--- src/design/mhm_pkg.sv ---
// ----------------------------------------------------------------------------
// mhm_pkg: shared types and constants of the moving harmonic mean block
// Field widths, fixed-point formats and the control/status bundles that
// run between the sequencer and the datapath.
// ----------------------------------------------------------------------------
package mhm_pkg;

   localparam int RATE_W     = 24;               // Q16.8 reading and mean
   localparam int CFG_W      = 7;                // window length, fill count
   localparam int RECIP_W    = 40;               // Q8.32 reciprocal
   localparam int DIVIDEND_W = CFG_W + RECIP_W;  // count scaled by 2^40

   // Commands from the sequencer, at most one high in a cycle
   typedef struct packed {
      logic load;       // take the item, advance write position and fill
      logic store;      // write the reading into the ring, open the walk
      logic read;       // fetch the ring entry under the walk index
      logic div_recip;  // start the divider on 2^40 / entry
      logic accum;      // add the reciprocal, step the walk
      logic div_mean;   // start the divider on count * 2^40 / sum
      logic deliver;    // load the result register
   } dp_cmd_type;

   typedef struct packed {
      logic div_done;   // divider quotient ready
      logic walk_last;  // current entry is the oldest one counted
      logic out_free;   // result register can take a new item
   } dp_status_type;

endpackage

--- src/design/mhm_if.sv ---
// ----------------------------------------------------------------------------
// mhm_if: channel interfaces of the moving harmonic mean block
// Valid/ready channels for readings, results and the window length write.
// ----------------------------------------------------------------------------
interface mhm_req_if;
   logic                         valid;
   logic                         ready;
   logic [mhm_pkg::RATE_W-1:0]   rate_reading;

   modport source (output valid, output rate_reading, input ready);
   modport sink   (input valid, input rate_reading, output ready);
endinterface

interface mhm_rsp_if;
   logic                         valid;
   logic                         ready;
   logic [mhm_pkg::RATE_W-1:0]   mean_rate;
   logic [mhm_pkg::CFG_W-1:0]    samples_in_window;

   modport source (output valid, output mean_rate, output samples_in_window, input ready);
   modport sink   (input valid, input mean_rate, input samples_in_window, output ready);
endinterface

interface mhm_csr_if;
   logic                         valid;
   logic                         ready;
   logic [mhm_pkg::CFG_W-1:0]    window_length;

   modport source (output valid, output window_length, input ready);
   modport sink   (input valid, input window_length, output ready);
endinterface

--- src/design/mhm_div.sv ---
// ----------------------------------------------------------------------------
// mhm_div: restoring divider, one quotient bit per cycle
// Shares one subtract-and-compare between the reciprocal and mean divisions.
// ----------------------------------------------------------------------------
module mhm_div #(
   parameter int DIVIDEND_W = 47,
   parameter int DIVISOR_W  = 46
) (
   input  logic                  clock,
   input  logic                  reset,
   input  logic                  start,
   input  logic [DIVIDEND_W-1:0] dividend,
   input  logic [DIVISOR_W-1:0]  divisor,
   output logic                  done,
   output logic [DIVIDEND_W-1:0] quotient
);

   localparam int CNT_W = (DIVIDEND_W > 1) ? $clog2(DIVIDEND_W) : 1;
   localparam logic [CNT_W-1:0] LAST_STEP = CNT_W'(DIVIDEND_W - 1);

   logic                  busy_ff, busy_in;
   logic                  done_ff, done_in;
   logic [CNT_W-1:0]      cnt_ff, cnt_in;
   logic [DIVISOR_W-1:0]  rem_ff, rem_in;
   logic [DIVIDEND_W-1:0] quo_ff, quo_in;
   logic [DIVISOR_W-1:0]  dsr_ff, dsr_in;
   logic [DIVISOR_W:0]    trial;
   logic [DIVISOR_W:0]    diff;
   logic                  fits;

   // A zero divisor always fits, so the quotient comes out all ones
   assign trial = {rem_ff, quo_ff[DIVIDEND_W-1]};
   assign diff  = trial - {1'b0, dsr_ff};
   assign fits  = (trial >= {1'b0, dsr_ff});

   always_comb begin
      busy_in = busy_ff;
      done_in = 1'b0;
      cnt_in  = cnt_ff;
      rem_in  = rem_ff;
      quo_in  = quo_ff;
      dsr_in  = dsr_ff;
      if (start) begin
         busy_in = 1'b1;
         cnt_in  = '0;
         rem_in  = '0;
         quo_in  = dividend;
         dsr_in  = divisor;
      end else if (busy_ff) begin
         cnt_in = cnt_ff + CNT_W'(1);
         rem_in = fits ? diff[DIVISOR_W-1:0] : trial[DIVISOR_W-1:0];
         quo_in = {quo_ff[DIVIDEND_W-2:0], fits};
         if (cnt_ff == LAST_STEP) begin
            busy_in = 1'b0;
            done_in = 1'b1;
         end
      end
   end

   always_ff @(posedge clock) begin
      if (reset) begin
         busy_ff <= 1'b0;
         done_ff <= 1'b0;
         cnt_ff  <= '0;
      end else begin
         busy_ff <= busy_in;
         done_ff <= done_in;
         cnt_ff  <= cnt_in;
      end
   end

   always_ff @(posedge clock) begin
      rem_ff <= rem_in;
      quo_ff <= quo_in;
      dsr_ff <= dsr_in;
   end

   assign done     = done_ff;
   assign quotient = quo_ff;

endmodule

--- src/design/mhm_ctrl.sv ---
// ----------------------------------------------------------------------------
// mhm_ctrl: sequencer of the moving harmonic mean block
// Takes one item, walks the counted ring entries through the divider,
// then divides the count by the reciprocal sum and hands the result on.
// ----------------------------------------------------------------------------
module mhm_ctrl (
   input  logic                   clock,
   input  logic                   reset,
   input  logic                   req_valid,
   output logic                   req_ready,
   output mhm_pkg::dp_cmd_type    cmd,
   input  mhm_pkg::dp_status_type status
);

   typedef enum logic [2:0] {
      IDLE,
      STORE,
      READ,
      RECIP,
      RWAIT,
      MEAN,
      MWAIT,
      DELIVER
   } state_type;

   state_type state_ff, state_in;
   logic      ready_ff, ready_in;

   always_comb begin
      cmd      = '0;
      state_in = state_ff;
      ready_in = ready_ff;
      case (state_ff)
         IDLE: begin
            if (req_valid && ready_ff) begin
               cmd.load = 1'b1;
               state_in = STORE;
               ready_in = 1'b0;
            end
         end
         STORE: begin
            cmd.store = 1'b1;
            state_in  = READ;
         end
         READ: begin
            cmd.read = 1'b1;
            state_in = RECIP;
         end
         RECIP: begin
            cmd.div_recip = 1'b1;
            state_in      = RWAIT;
         end
         RWAIT: begin
            if (status.div_done) begin
               cmd.accum = 1'b1;
               state_in  = status.walk_last ? MEAN : READ;
            end
         end
         MEAN: begin
            cmd.div_mean = 1'b1;
            state_in     = MWAIT;
         end
         MWAIT: begin
            if (status.div_done) begin
               state_in = DELIVER;
            end
         end
         DELIVER: begin
            // hold the quotient until the result register frees up
            if (status.out_free) begin
               cmd.deliver = 1'b1;
               state_in    = IDLE;
               ready_in    = 1'b1;
            end
         end
         default: begin
            state_in = IDLE;
            ready_in = 1'b1;
         end
      endcase
   end

   always_ff @(posedge clock) begin
      if (reset) begin
         state_ff <= IDLE;
         ready_ff <= 1'b1;
      end else begin
         state_ff <= state_in;
         ready_ff <= ready_in;
      end
   end

   assign req_ready = ready_ff;

endmodule

--- src/design/mhm_dpath.sv ---
// ----------------------------------------------------------------------------
// mhm_dpath: datapath of the moving harmonic mean block
// Reading ring, window pointers, reciprocal accumulator, shared divider and
// the result register.
// ----------------------------------------------------------------------------
module mhm_dpath #(
   parameter int MAX_WINDOW = 64
) (
   input  logic                         clock,
   input  logic                         reset,
   input  mhm_pkg::dp_cmd_type          cmd,
   output mhm_pkg::dp_status_type       status,
   input  logic [mhm_pkg::RATE_W-1:0]   rate_reading,
   input  logic                         csr_valid,
   output logic                         csr_ready,
   input  logic [mhm_pkg::CFG_W-1:0]    csr_window_length,
   output logic                         rsp_valid,
   input  logic                         rsp_ready,
   output logic [mhm_pkg::RATE_W-1:0]   mean_rate,
   output logic [mhm_pkg::CFG_W-1:0]    samples_in_window
);

   localparam int RATE_W  = mhm_pkg::RATE_W;
   localparam int FILL_W  = mhm_pkg::CFG_W;
   localparam int RECIP_W = mhm_pkg::RECIP_W;
   localparam int DVD_W   = mhm_pkg::DIVIDEND_W;
   localparam int PTR_W   = (MAX_WINDOW > 1) ? $clog2(MAX_WINDOW) : 1;
   localparam int SUM_W   = RECIP_W + $clog2(MAX_WINDOW);

   logic [RATE_W-1:0]  ring_mem [MAX_WINDOW];
   logic [RATE_W-1:0]  rdata_ff;
   logic [RATE_W-1:0]  reading_ff;

   logic [FILL_W-1:0]  len_ff, len_in, len_cfg;
   logic [PTR_W-1:0]   wp_ff, wp_in, wp_next;
   logic [FILL_W-1:0]  fill_ff, fill_in, fill_next;
   logic               rsp_valid_ff, rsp_valid_in;

   logic [PTR_W-1:0]   idx_ff, idx_in, idx_prev;
   logic [FILL_W-1:0]  left_ff, left_in;
   logic [SUM_W-1:0]   sum_ff, sum_in;
   logic [RATE_W-1:0]  mean_ff, mean_in;
   logic [FILL_W-1:0]  samples_ff, samples_in;

   logic               div_start;
   logic [DVD_W-1:0]   div_dividend;
   logic [SUM_W-1:0]   div_divisor;
   logic               div_done;
   logic [DVD_W-1:0]   div_quotient;
   logic [RECIP_W-1:0] recip_sat;
   logic [RATE_W-1:0]  mean_sat;

   // Clamp the written window length to 1 .. MAX_WINDOW
   always_comb begin
      if (csr_window_length == '0) begin
         len_cfg = FILL_W'(1);
      end else if (32'(csr_window_length) > 32'(MAX_WINDOW)) begin
         len_cfg = FILL_W'(MAX_WINDOW);
      end else begin
         len_cfg = csr_window_length;
      end
   end

   assign wp_next   = (32'(wp_ff) + 32'd1 == 32'(len_ff)) ? '0 : wp_ff + PTR_W'(1);
   assign fill_next = (fill_ff == len_ff) ? fill_ff : fill_ff + FILL_W'(1);
   assign idx_prev  = (idx_ff == '0) ? PTR_W'(len_ff - FILL_W'(1)) : idx_ff - PTR_W'(1);

   // Config write resets the history; old ring contents are never reached
   // again because the walk only covers entries written since.
   always_comb begin
      len_in       = len_ff;
      wp_in        = wp_ff;
      fill_in      = fill_ff;
      rsp_valid_in = rsp_valid_ff;
      if (csr_valid) begin
         len_in  = len_cfg;
         wp_in   = '0;
         fill_in = '0;
      end else if (cmd.load) begin
         wp_in   = wp_next;
         fill_in = fill_next;
      end
      if (cmd.deliver) begin
         rsp_valid_in = 1'b1;
      end else if (rsp_ready) begin
         rsp_valid_in = 1'b0;
      end
   end

   always_ff @(posedge clock) begin
      if (reset) begin
         len_ff       <= FILL_W'(1);
         wp_ff        <= '0;
         fill_ff      <= '0;
         rsp_valid_ff <= 1'b0;
      end else begin
         len_ff       <= len_in;
         wp_ff        <= wp_in;
         fill_ff      <= fill_in;
         rsp_valid_ff <= rsp_valid_in;
      end
   end

   // Saturate the divider output to the reciprocal and mean formats
   assign recip_sat = (|div_quotient[DVD_W-1:RECIP_W]) ? '1 : div_quotient[RECIP_W-1:0];
   assign mean_sat  = (|div_quotient[DVD_W-1:RATE_W]) ? '1 : div_quotient[RATE_W-1:0];

   always_comb begin
      idx_in     = idx_ff;
      left_in    = left_ff;
      sum_in     = sum_ff;
      mean_in    = mean_ff;
      samples_in = samples_ff;
      if (cmd.store) begin
         idx_in  = wp_ff;
         left_in = fill_ff;
         sum_in  = '0;
      end else if (cmd.accum) begin
         idx_in  = idx_prev;
         left_in = left_ff - FILL_W'(1);
         sum_in  = sum_ff + SUM_W'(recip_sat);
      end
      if (cmd.deliver) begin
         mean_in    = mean_sat;
         samples_in = fill_ff;
      end
   end

   always_ff @(posedge clock) begin
      if (cmd.load) begin
         reading_ff <= rate_reading;
      end
      idx_ff     <= idx_in;
      left_ff    <= left_in;
      sum_ff     <= sum_in;
      mean_ff    <= mean_in;
      samples_ff <= samples_in;
   end

   // Ring memory: one write port, one registered read port
   always_ff @(posedge clock) begin
      if (cmd.store) begin
         ring_mem[wp_ff] <= reading_ff;
      end
   end

   always_ff @(posedge clock) begin
      if (cmd.read) begin
         rdata_ff <= ring_mem[idx_ff];
      end
   end

   assign div_start    = cmd.div_recip | cmd.div_mean;
   assign div_dividend = cmd.div_mean ? {fill_ff, {RECIP_W{1'b0}}}
                                      : (DVD_W'(1) << RECIP_W);
   assign div_divisor  = cmd.div_mean ? sum_ff : SUM_W'(rdata_ff);

   mhm_div #(
      .DIVIDEND_W (DVD_W),
      .DIVISOR_W  (SUM_W)
   ) u_div (
      .clock    (clock),
      .reset    (reset),
      .start    (div_start),
      .dividend (div_dividend),
      .divisor  (div_divisor),
      .done     (div_done),
      .quotient (div_quotient)
   );

   assign status.div_done  = div_done;
   assign status.walk_last = (left_ff == FILL_W'(1));
   assign status.out_free  = !rsp_valid_ff || rsp_ready;

   assign csr_ready         = 1'b1;
   assign rsp_valid         = rsp_valid_ff;
   assign mean_rate         = mean_ff;
   assign samples_in_window = samples_ff;

endmodule

--- src/design/moving_harmonic_mean_rate.sv ---
// One item is worked at a time: the next item is taken only after the previous
// result has been loaded into the result register.
// Each counted entry costs one ring read, a 47-step divider pass and an accumulate.
// Reset (synchronous, active high): window length 1, empty history, no result held.
// A window length write is always accepted (csr_ready is tied high) and also empties the history.
// ----------------------------------------------------------------------------
// moving_harmonic_mean_rate: windowed harmonic mean of rate readings
// Stores each Q16.8 reading in a ring and returns the count divided by the
// sum of Q8.32 reciprocals over the most recent readings, saturated Q16.8.
// ----------------------------------------------------------------------------
module moving_harmonic_mean_rate #(
   parameter int MAX_WINDOW = 64
) (
   input  logic       clock,
   input  logic       reset,
   mhm_req_if.sink    req_chan,
   mhm_rsp_if.source  rsp_chan,
   mhm_csr_if.sink    csr_chan
);

   // Sequencer and datapath talk through these two bundles only
   mhm_pkg::dp_cmd_type    cmd;
   mhm_pkg::dp_status_type status;

   // Sequencer: accepts an item only when idle, then steps the walk.
   // The result register sits in the datapath, so a new item is taken
   // while the previous result still waits on rsp_chan.
   mhm_ctrl u_ctrl (
      .clock     (clock),
      .reset     (reset),
      .req_valid (req_chan.valid),
      .req_ready (req_chan.ready),
      .cmd       (cmd),
      .status    (status)
   );

   // Datapath: ring memory of MAX_WINDOW readings, write position and fill
   // count, reciprocal sum and the shared bit-serial divider.
   mhm_dpath #(
      .MAX_WINDOW (MAX_WINDOW)
   ) u_dpath (
      .clock             (clock),
      .reset             (reset),
      .cmd               (cmd),
      .status            (status),
      .rate_reading      (req_chan.rate_reading),
      .csr_valid         (csr_chan.valid),
      .csr_ready         (csr_chan.ready),
      .csr_window_length (csr_chan.window_length),
      .rsp_valid         (rsp_chan.valid),
      .rsp_ready         (rsp_chan.ready),
      .mean_rate         (rsp_chan.mean_rate),
      .samples_in_window (rsp_chan.samples_in_window)
   );

endmodule

--- src/flat_wrapper.sv ---
// flat-port wrapper written by rule: the top's interface ports become plain ports
module moving_harmonic_mean_rate_flat 
#(
   parameter int MAX_WINDOW = 64
)
  (clock, reset, req_chan_valid, req_chan_rate_reading, req_chan_ready, rsp_chan_valid, rsp_chan_mean_rate, rsp_chan_samples_in_window, rsp_chan_ready, csr_chan_valid, csr_chan_window_length, csr_chan_ready);
  mhm_req_if req_chan_i ();
  mhm_rsp_if rsp_chan_i ();
  mhm_csr_if csr_chan_i ();
  input  logic clock;
  input  logic reset;
  input wire logic [$bits(req_chan_i.valid)-1:0] req_chan_valid;
  input wire logic [$bits(req_chan_i.rate_reading)-1:0] req_chan_rate_reading;
  output wire logic [$bits(req_chan_i.ready)-1:0] req_chan_ready;
  output wire logic [$bits(rsp_chan_i.valid)-1:0] rsp_chan_valid;
  output wire logic [$bits(rsp_chan_i.mean_rate)-1:0] rsp_chan_mean_rate;
  output wire logic [$bits(rsp_chan_i.samples_in_window)-1:0] rsp_chan_samples_in_window;
  input wire logic [$bits(rsp_chan_i.ready)-1:0] rsp_chan_ready;
  input wire logic [$bits(csr_chan_i.valid)-1:0] csr_chan_valid;
  input wire logic [$bits(csr_chan_i.window_length)-1:0] csr_chan_window_length;
  output wire logic [$bits(csr_chan_i.ready)-1:0] csr_chan_ready;
  assign req_chan_i.valid = req_chan_valid;
  assign req_chan_i.rate_reading = req_chan_rate_reading;
  assign req_chan_ready = req_chan_i.ready;
  assign rsp_chan_valid = rsp_chan_i.valid;
  assign rsp_chan_mean_rate = rsp_chan_i.mean_rate;
  assign rsp_chan_samples_in_window = rsp_chan_i.samples_in_window;
  assign rsp_chan_i.ready = rsp_chan_ready;
  assign csr_chan_i.valid = csr_chan_valid;
  assign csr_chan_i.window_length = csr_chan_window_length;
  assign csr_chan_ready = csr_chan_i.ready;
  moving_harmonic_mean_rate #(.MAX_WINDOW(MAX_WINDOW)) u_core (.clock(clock), .reset(reset), .req_chan(req_chan_i), .rsp_chan(rsp_chan_i), .csr_chan(csr_chan_i));
endmodule
--- config.mk ---
export PLATFORM = sky130hd
export DESIGN_NAME = moving_harmonic_mean_rate_flat
export DESIGN_NICKNAME = d
export VERILOG_FILES = /design/src/design/mhm_pkg.sv /design/src/design/mhm_if.sv /design/src/design/mhm_div.sv /design/src/design/mhm_ctrl.sv /design/src/design/mhm_dpath.sv /design/src/design/moving_harmonic_mean_rate.sv /design/src/flat_wrapper.sv
export SDC_FILE = /design/constraint.sdc
export NUM_CORES = 2
export LEC_CHECK = 0
export BUFFER_PORTS_ARGS = -buffer_cell sky130_fd_sc_hd__buf_2
export CORE_MARGIN = 4
export CORE_UTILIZATION = 39
export DETAILED_ROUTE_END_ITERATION = 8
export PLACE_DENSITY = 0.63
export SLEW_MARGIN = 20
export SYNTH_ARGS = -nofsm -noshare
export SYNTH_HDL_FRONTEND = slang
export SYNTH_SLANG_ARGS = --single-unit
--- constraint.sdc ---
create_clock -name clock -period 5.2 [get_ports clock]
set_clock_uncertainty 0.05 [all_clocks]
set_input_delay 0 -clock clock [delete_from_list [all_inputs] [get_ports clock]]
set_output_delay 0 -clock clock [all_outputs]
set_load 0.03 [all_outputs]
# Word level (Yosys, flattened, before mapping)
# Memories as Yosys holds them, arrays and structs flattened. A register that Yosys moved wholly into a read port is not among the register bits.
# Cells that the tools add are included.
[classes] n_reduce_logical=18 mux=41 add_sub_neg=9 n_eq_ne=15 bitwise=3 magnitude_cmp=2
[op_table] operator="$mux W47" n=3
[op_table] operator="$ge A47 B46 Y1" n=1
[op_table] operator="$add A46 B40 Y46" n=1
[op_table] operator="$mux W46" n=1
[op_table] operator="$sub A46 B46 Y46" n=1
[op_table] operator="$mux W40" n=1
[op_table] operator="$mux W7" n=4
[op_table] operator="$mux W24" n=1
[op_table] operator="$mux W6" n=4
[op_table] operator="$pmux W3 S8" n=1
[op_table] operator="$reduce_or A23 Y1" n=1
[op_table] operator="$mux W1" n=20
[op_table] operator="$mux W3" n=5
[op_table] operator="$eq A7 B7 Y1" n=2
[op_table] operator="$add A6 B1 Y6 const B" n=2
[op_table] operator="$eq A3 B3 Y1 const B" n=4
[op_table] operator="$sub A6 B1 Y6 const B" n=2
[op_table] operator="$reduce_bool A2 Y1" n=4
[op_table] operator="$add A6 B1 Y7 const B" n=1
[op_table] operator="$add A7 B1 Y7 const B" n=1
[op_table] operator="$eq A7 B1 Y1 const B" n=1
[op_table] operator="$gt A7 B7 Y1 const B" n=1
[op_table] operator="$logic_not A7 Y1" n=1
[op_table] operator="$reduce_or A7 Y1" n=1
[op_table] operator="19 further kinds" n=24
[word_totals] mem_count=1 input_bits=36 word_cells=108 ff_bits=286 ramBits=1536
[mem_list] name="u_core.u_dpath.ring_mem" depth=64 width=24 rd=1 rd_clocked_by_memory_dff=1 write_ports=1 line="mhm_dpath.sv:30" rtl="logic [RATE_W-1:0] ring_mem [MAX_WINDOW];"

# Logic depth before layout (Yosys ltp)
[logic_depth] depth_word=5 ltp_mapped=17 ltp_nobuf=16

# Modules after synthesis
# From an unflattened synthesis, not the netlist that was laid out.
[unflattened] hier_cells=4131 area_unflattened_um2=76656.0
[by_module_without_submodules] module="mhm_dpath" cells_each=3217 area_each_um2=67671.2 seq_area_each_um2=50228.2 instances=1
[by_module_without_submodules] module="mhm_div" cells_each=881 area_each_um2=8728.4 seq_area_each_um2=3873.7 instances=1
[by_module_without_submodules] module="mhm_ctrl" cells_each=33 area_each_um2=256.5 seq_area_each_um2=80.1 instances=1

# Worst setup path after synthesis
# No wires, ideal clock.
[synth_timing] path_type="register to register" from="register u_core.u_ctrl.state_ff[2]" to="memory u_core.u_dpath.ring_mem[32][0], enable pin" path_slack_ns=0.652 arrival_ns=4.032 setup_ns=0.466 path_buffers=2 t_required_ns=4.684 path_stages_with_launch=6 path_cell_list="dfxtp_1 > clkbuf_1 > or3b_2 > or4b_2 > clkbuf_1 > nor4_1"
[synth_between] elab_chain_len=4
[synth_rtl] element="from (decl)" line="mhm_ctrl.sv:26" rtl="state_type state_ff, state_in;"
[synth_rtl] element="from (signal assigned)" line="mhm_ctrl.sv:88" rtl="state_ff <= state_in;"
[synth_rtl] element="$eq A3 B1 Y1" line="mhm_ctrl.sv:33" rtl="case (state_ff)"
[synth_rtl] element="$mux W1" line="mhm_ctrl.sv:33"
[synth_rtl] element="$mux W1" line="mhm_dpath.sv:142" rtl="if (cmd.store) begin"
[synth_rtl] element="$mux W1 (implied by the code)" line="mhm_dpath.sv:143" rtl="ring_mem[wp_ff] <= reading_ff;"
[synth_rtl] element="to (decl)" line="mhm_dpath.sv:30"
# No other way between the ends.

# Worst setup path in the final report
[layout_timing] from="register u_core.u_dpath.u_div.quo_ff[42] (netlist: u_core.u_dpath.u_div.quotient[42])" to="register u_core.u_dpath.sum_ff[37]"
[layout_between] elab_chain_len=3
[layout_rtl] element="from (decl)" line="mhm_div.sv:25" rtl="logic [DIVIDEND_W-1:0] quo_ff, quo_in;"
[layout_rtl] element="from (signal assigned)" line="mhm_div.sv:74" rtl="quo_ff <= quo_in;"
[layout_rtl] element="$reduce_or A7 Y1" line="mhm_dpath.sv:105" rtl="assign recip_sat = (|div_quotient[DVD_W-1:RECIP_W]) ? '1 : div_quotient[RECIP_W-1:0];"
[layout_rtl] element="$mux W40" line="mhm_dpath.sv:105"
[layout_rtl] element="$add A46 B40 Y46" line="mhm_dpath.sv:121" rtl="sum_in = sum_ff + SUM_W'(recip_sat);"
[layout_rtl] element="to (signal assigned)" line="mhm_dpath.sv:135" rtl="sum_ff <= sum_in;"
[layout_rtl] element="to (decl)" line="mhm_dpath.sv:41" rtl="logic [SUM_W-1:0] sum_ff, sum_in;"
# No other way between the ends.
# A chain may end at the register's enable or synchronous reset.

==> results.toml <==
[grt]
grt-ovfl-total = 0
grt_max_degree = 89
grt_pass1_vias = 38900
antenna_found_initial = 25
grt_pass1_wl_um = 276000
grt_usage = 0.190

[critical_path]
path_class = "flip-flop to flip-flop"
cp_max_fo = 64
end_kind = "flip-flop"
reg2regPathDepth = 15
crit_required_ns = 5.89
crit_path_start_kind = "flip-flop"
crit_arrival_ns = 4.95

[drt]
wl_um = 192000
wl_per_cell_um = 27.5
via_per_inst = 5.64
vias = 39400
drc = 0
drt-initial-drc-count = 4396
ant_nets = 0
first_pass_iters = 5

[finish]
postLayoutCoreUtil = 0.449
final_cell_mix = "1,721 x edfxtp_1, 504 x mux4_2, 216 x nand2_1, 177 x clkbuf_16, 174 x a21oi_1"
num-nets-final = 4430
syn2layout_area_growth_pct = 14.2
drive_gt1_frac = 0.247
final_common_cell = "edfxtp_1"

[floorplanning]
die_area_um2 = 201000
ios = 70
dieHeight_um = 448
rows = 161
core_um2 = 193000
initial_utilization = 0.393
die_x_um = 448

[clock_tree]
insertion_delay_ns = 0.80
postCtsSetupRepairBufs = 0
numCtsBuffers = 173
htreeDepth = 4
ctsRootBufferMaster = "clkbuf_16"
cts_resized = 0
cts_tree = "done"
clkTransAtPathRegs_ns = 0.07
clockBufferDepth = 3
cts.sinks = 1846

[logic_synthesis]
syn_nets = 4199
ys_seq_elements = 1846
seq_area_frac_synth = 0.717
avgSynthCellArea_um2 = 18.6
synth-edff-count = 1721
ys_types = 75
synth_area_leaders = "edfxtp_1 68%, mux4_2 15%, dfxtp_1 3.3%"
synth.yosys.warnings = 0
synth_top_area_share = 0.683
synthCells = 4068
synth_top_cell_by_area = "edfxtp_1"
synth_area_um2 = 75600
synth_ff_type = "edfxtp_1"
async_flop_share = 0

[place]
portBuffers = 68
hpwl_um = 114000
globalplace.congestion = 0.848

[sta]
finalMaxSlewViolations = 0
period_needed_ns = 4.25
slew_headroom = 0.228
tightest_slew_ns = 1.16
rsz0062_at_grt = "false"
fmax_mhz = 235
fin_crit_sh = 0.818
setup_viol = 0
hold_violations = 0
tns_ns = 0

[power_and_ir_drop]
p_per_area_nw_per_um2 = 486
peakVddDrop_uv = 332
p_leak_nw = 28.0

[min_path]
hp-class = "input pin to flip-flop"
hold_path_depth = 5

[run_status]
status = "finished, final reports clean"

[run]
maxCapViolCount = 0
## registers in the layout, indices dropped and copies added, names as in the netlist, 7 cells and up
register                          count
u_core.u_dpath.ring_mem            1536
u_core.u_dpath.u_div.dsr_ff          46
u_core.u_dpath.fill_ff                7
u_core.u_dpath.len_ff                 7
u_core.u_dpath.u_div.quotient        47
u_core.u_dpath.reading_ff            24
u_core.u_dpath.u_div.rem_ff          46
u_core.u_dpath.left_ff                7
u_core.u_dpath.mean_rate             24
u_core.u_dpath.samples_in_window      7
u_core.u_dpath.sum_ff                46
u_core.u_dpath.rdata_ff              24
## metrics by stage
step	cells	total power [mW]	setup slack (ns)	hold slack, ns	area (µm²)
after floorplan	4068	25.4	0.652	0.0489	75600
after global placement	6581	29.3	1.11	0.126	79900
after detailed placement	6581	29.4	0.998	0.128	79900
after CTS	6968	42.1	0.971	0.193	86300
after global routing	6971	43.5	0.406	0.309	86400
final	6977	41.9	0.946	0.269	86400
## critical path: stages, from the launching register on
cell and delay [ns]:
edfxtp_1 0.39, nor4_1 0.33, nand2_1 0.09, buf_4 0.30, or2_2 0.35, ha_1 0.38
a21o_1 0.14, a21oi_1 0.08, o21ai_0 0.38, nand3_1 0.17, a21oi_1 0.26, nor2_1 0.14
o31ai_1 0.40, a311oi_1 0.21, or4_1 0.42, nand3_1 0.09
## cells in the mapped netlist, drive strengths merged, types with 41 or more instances
| master | count |
|---|---|
| mux4 | 504 |
| xor2 | 41 |
| edfxtp | 1721 |
| a21oi | 175 |
| buf | 52 |
| and2 | 63 |
| dfxtp | 125 |
| xnor2 | 66 |
| ha | 93 |
| or2 | 47 |
| inv | 73 |
| clkbuf | 167 |
| nand2 | 217 |
| mux2i | 41 |
| a21o | 52 |
| nor2 | 158 |
| o21ai | 123 |
## layer usage
layer | vias to the layer above | part of all wire | GRT usage
li1 | 16900 | - | -
met1 | 20700 | 0.41 | 0.259
met2 | 1451 | 0.49 | 0.308
met3 | 297 | 0.076 | 0.0412
met4 | 10 | 0.028 | 0.0579
met5 | - | 0.00051 | 0
## worst paths after layout
check | end | slack, ns | start
worst min-delay path | u_core.u_dpath.rsp_valid | 0.27 | rsp_chan_ready
worst max register to register | u_core.u_dpath.sum_ff[37] | 0.95 | u_core.u_dpath.u_div.quotient[42]
worst min register to register | u_core.u_dpath.sum_ff[11] | 0.43 | u_core.u_dpath.sum_ff[11]
worst max-delay path | u_core.u_dpath.sum_ff[37] | 0.95 | u_core.u_dpath.u_div.quotient[42]
## final cells by class
class,count,area [µm²]
clock inverters,101,1050
inverters,73,274
multi-input cells,1930,20800
fillers,16300,106000
diodes,7,17.5
well taps,2526,3160
flip-flops and latches,1846,54200
repair buffers,275,2270
clock buffers,219,4650
## power breakdown
group,switching [mW],internal [mW]
clock network,5.58,7.21
registers,0.418,17.5
logic,6.57,4.67
total,12.6,29.4
## logic make-up (layout without fill, tap and decap cells)
logic type | count (synthesis) | after routing | synth area share
compound gates | 462 | 462 | 0.0373
simple gates | 719 | 719 | 0.0470
buf+inv | 292 | 668 | 0.0151
mux | 546 | 546 | 0.156
other cells | 1 | 8 | 0.0000496
xor+xnor | 107 | 107 | 0.0124
flops | 1846 | 1846 | 0.717
fa+ha+maj | 95 | 95 | 0.0159
## repair_timing
item	CTS	global route
hold endpoints to repair	62	0
hold buffers	67	0
endpoints found under the setup margin	0	0
Note: power is estimated with default switching activity, not from simulation.
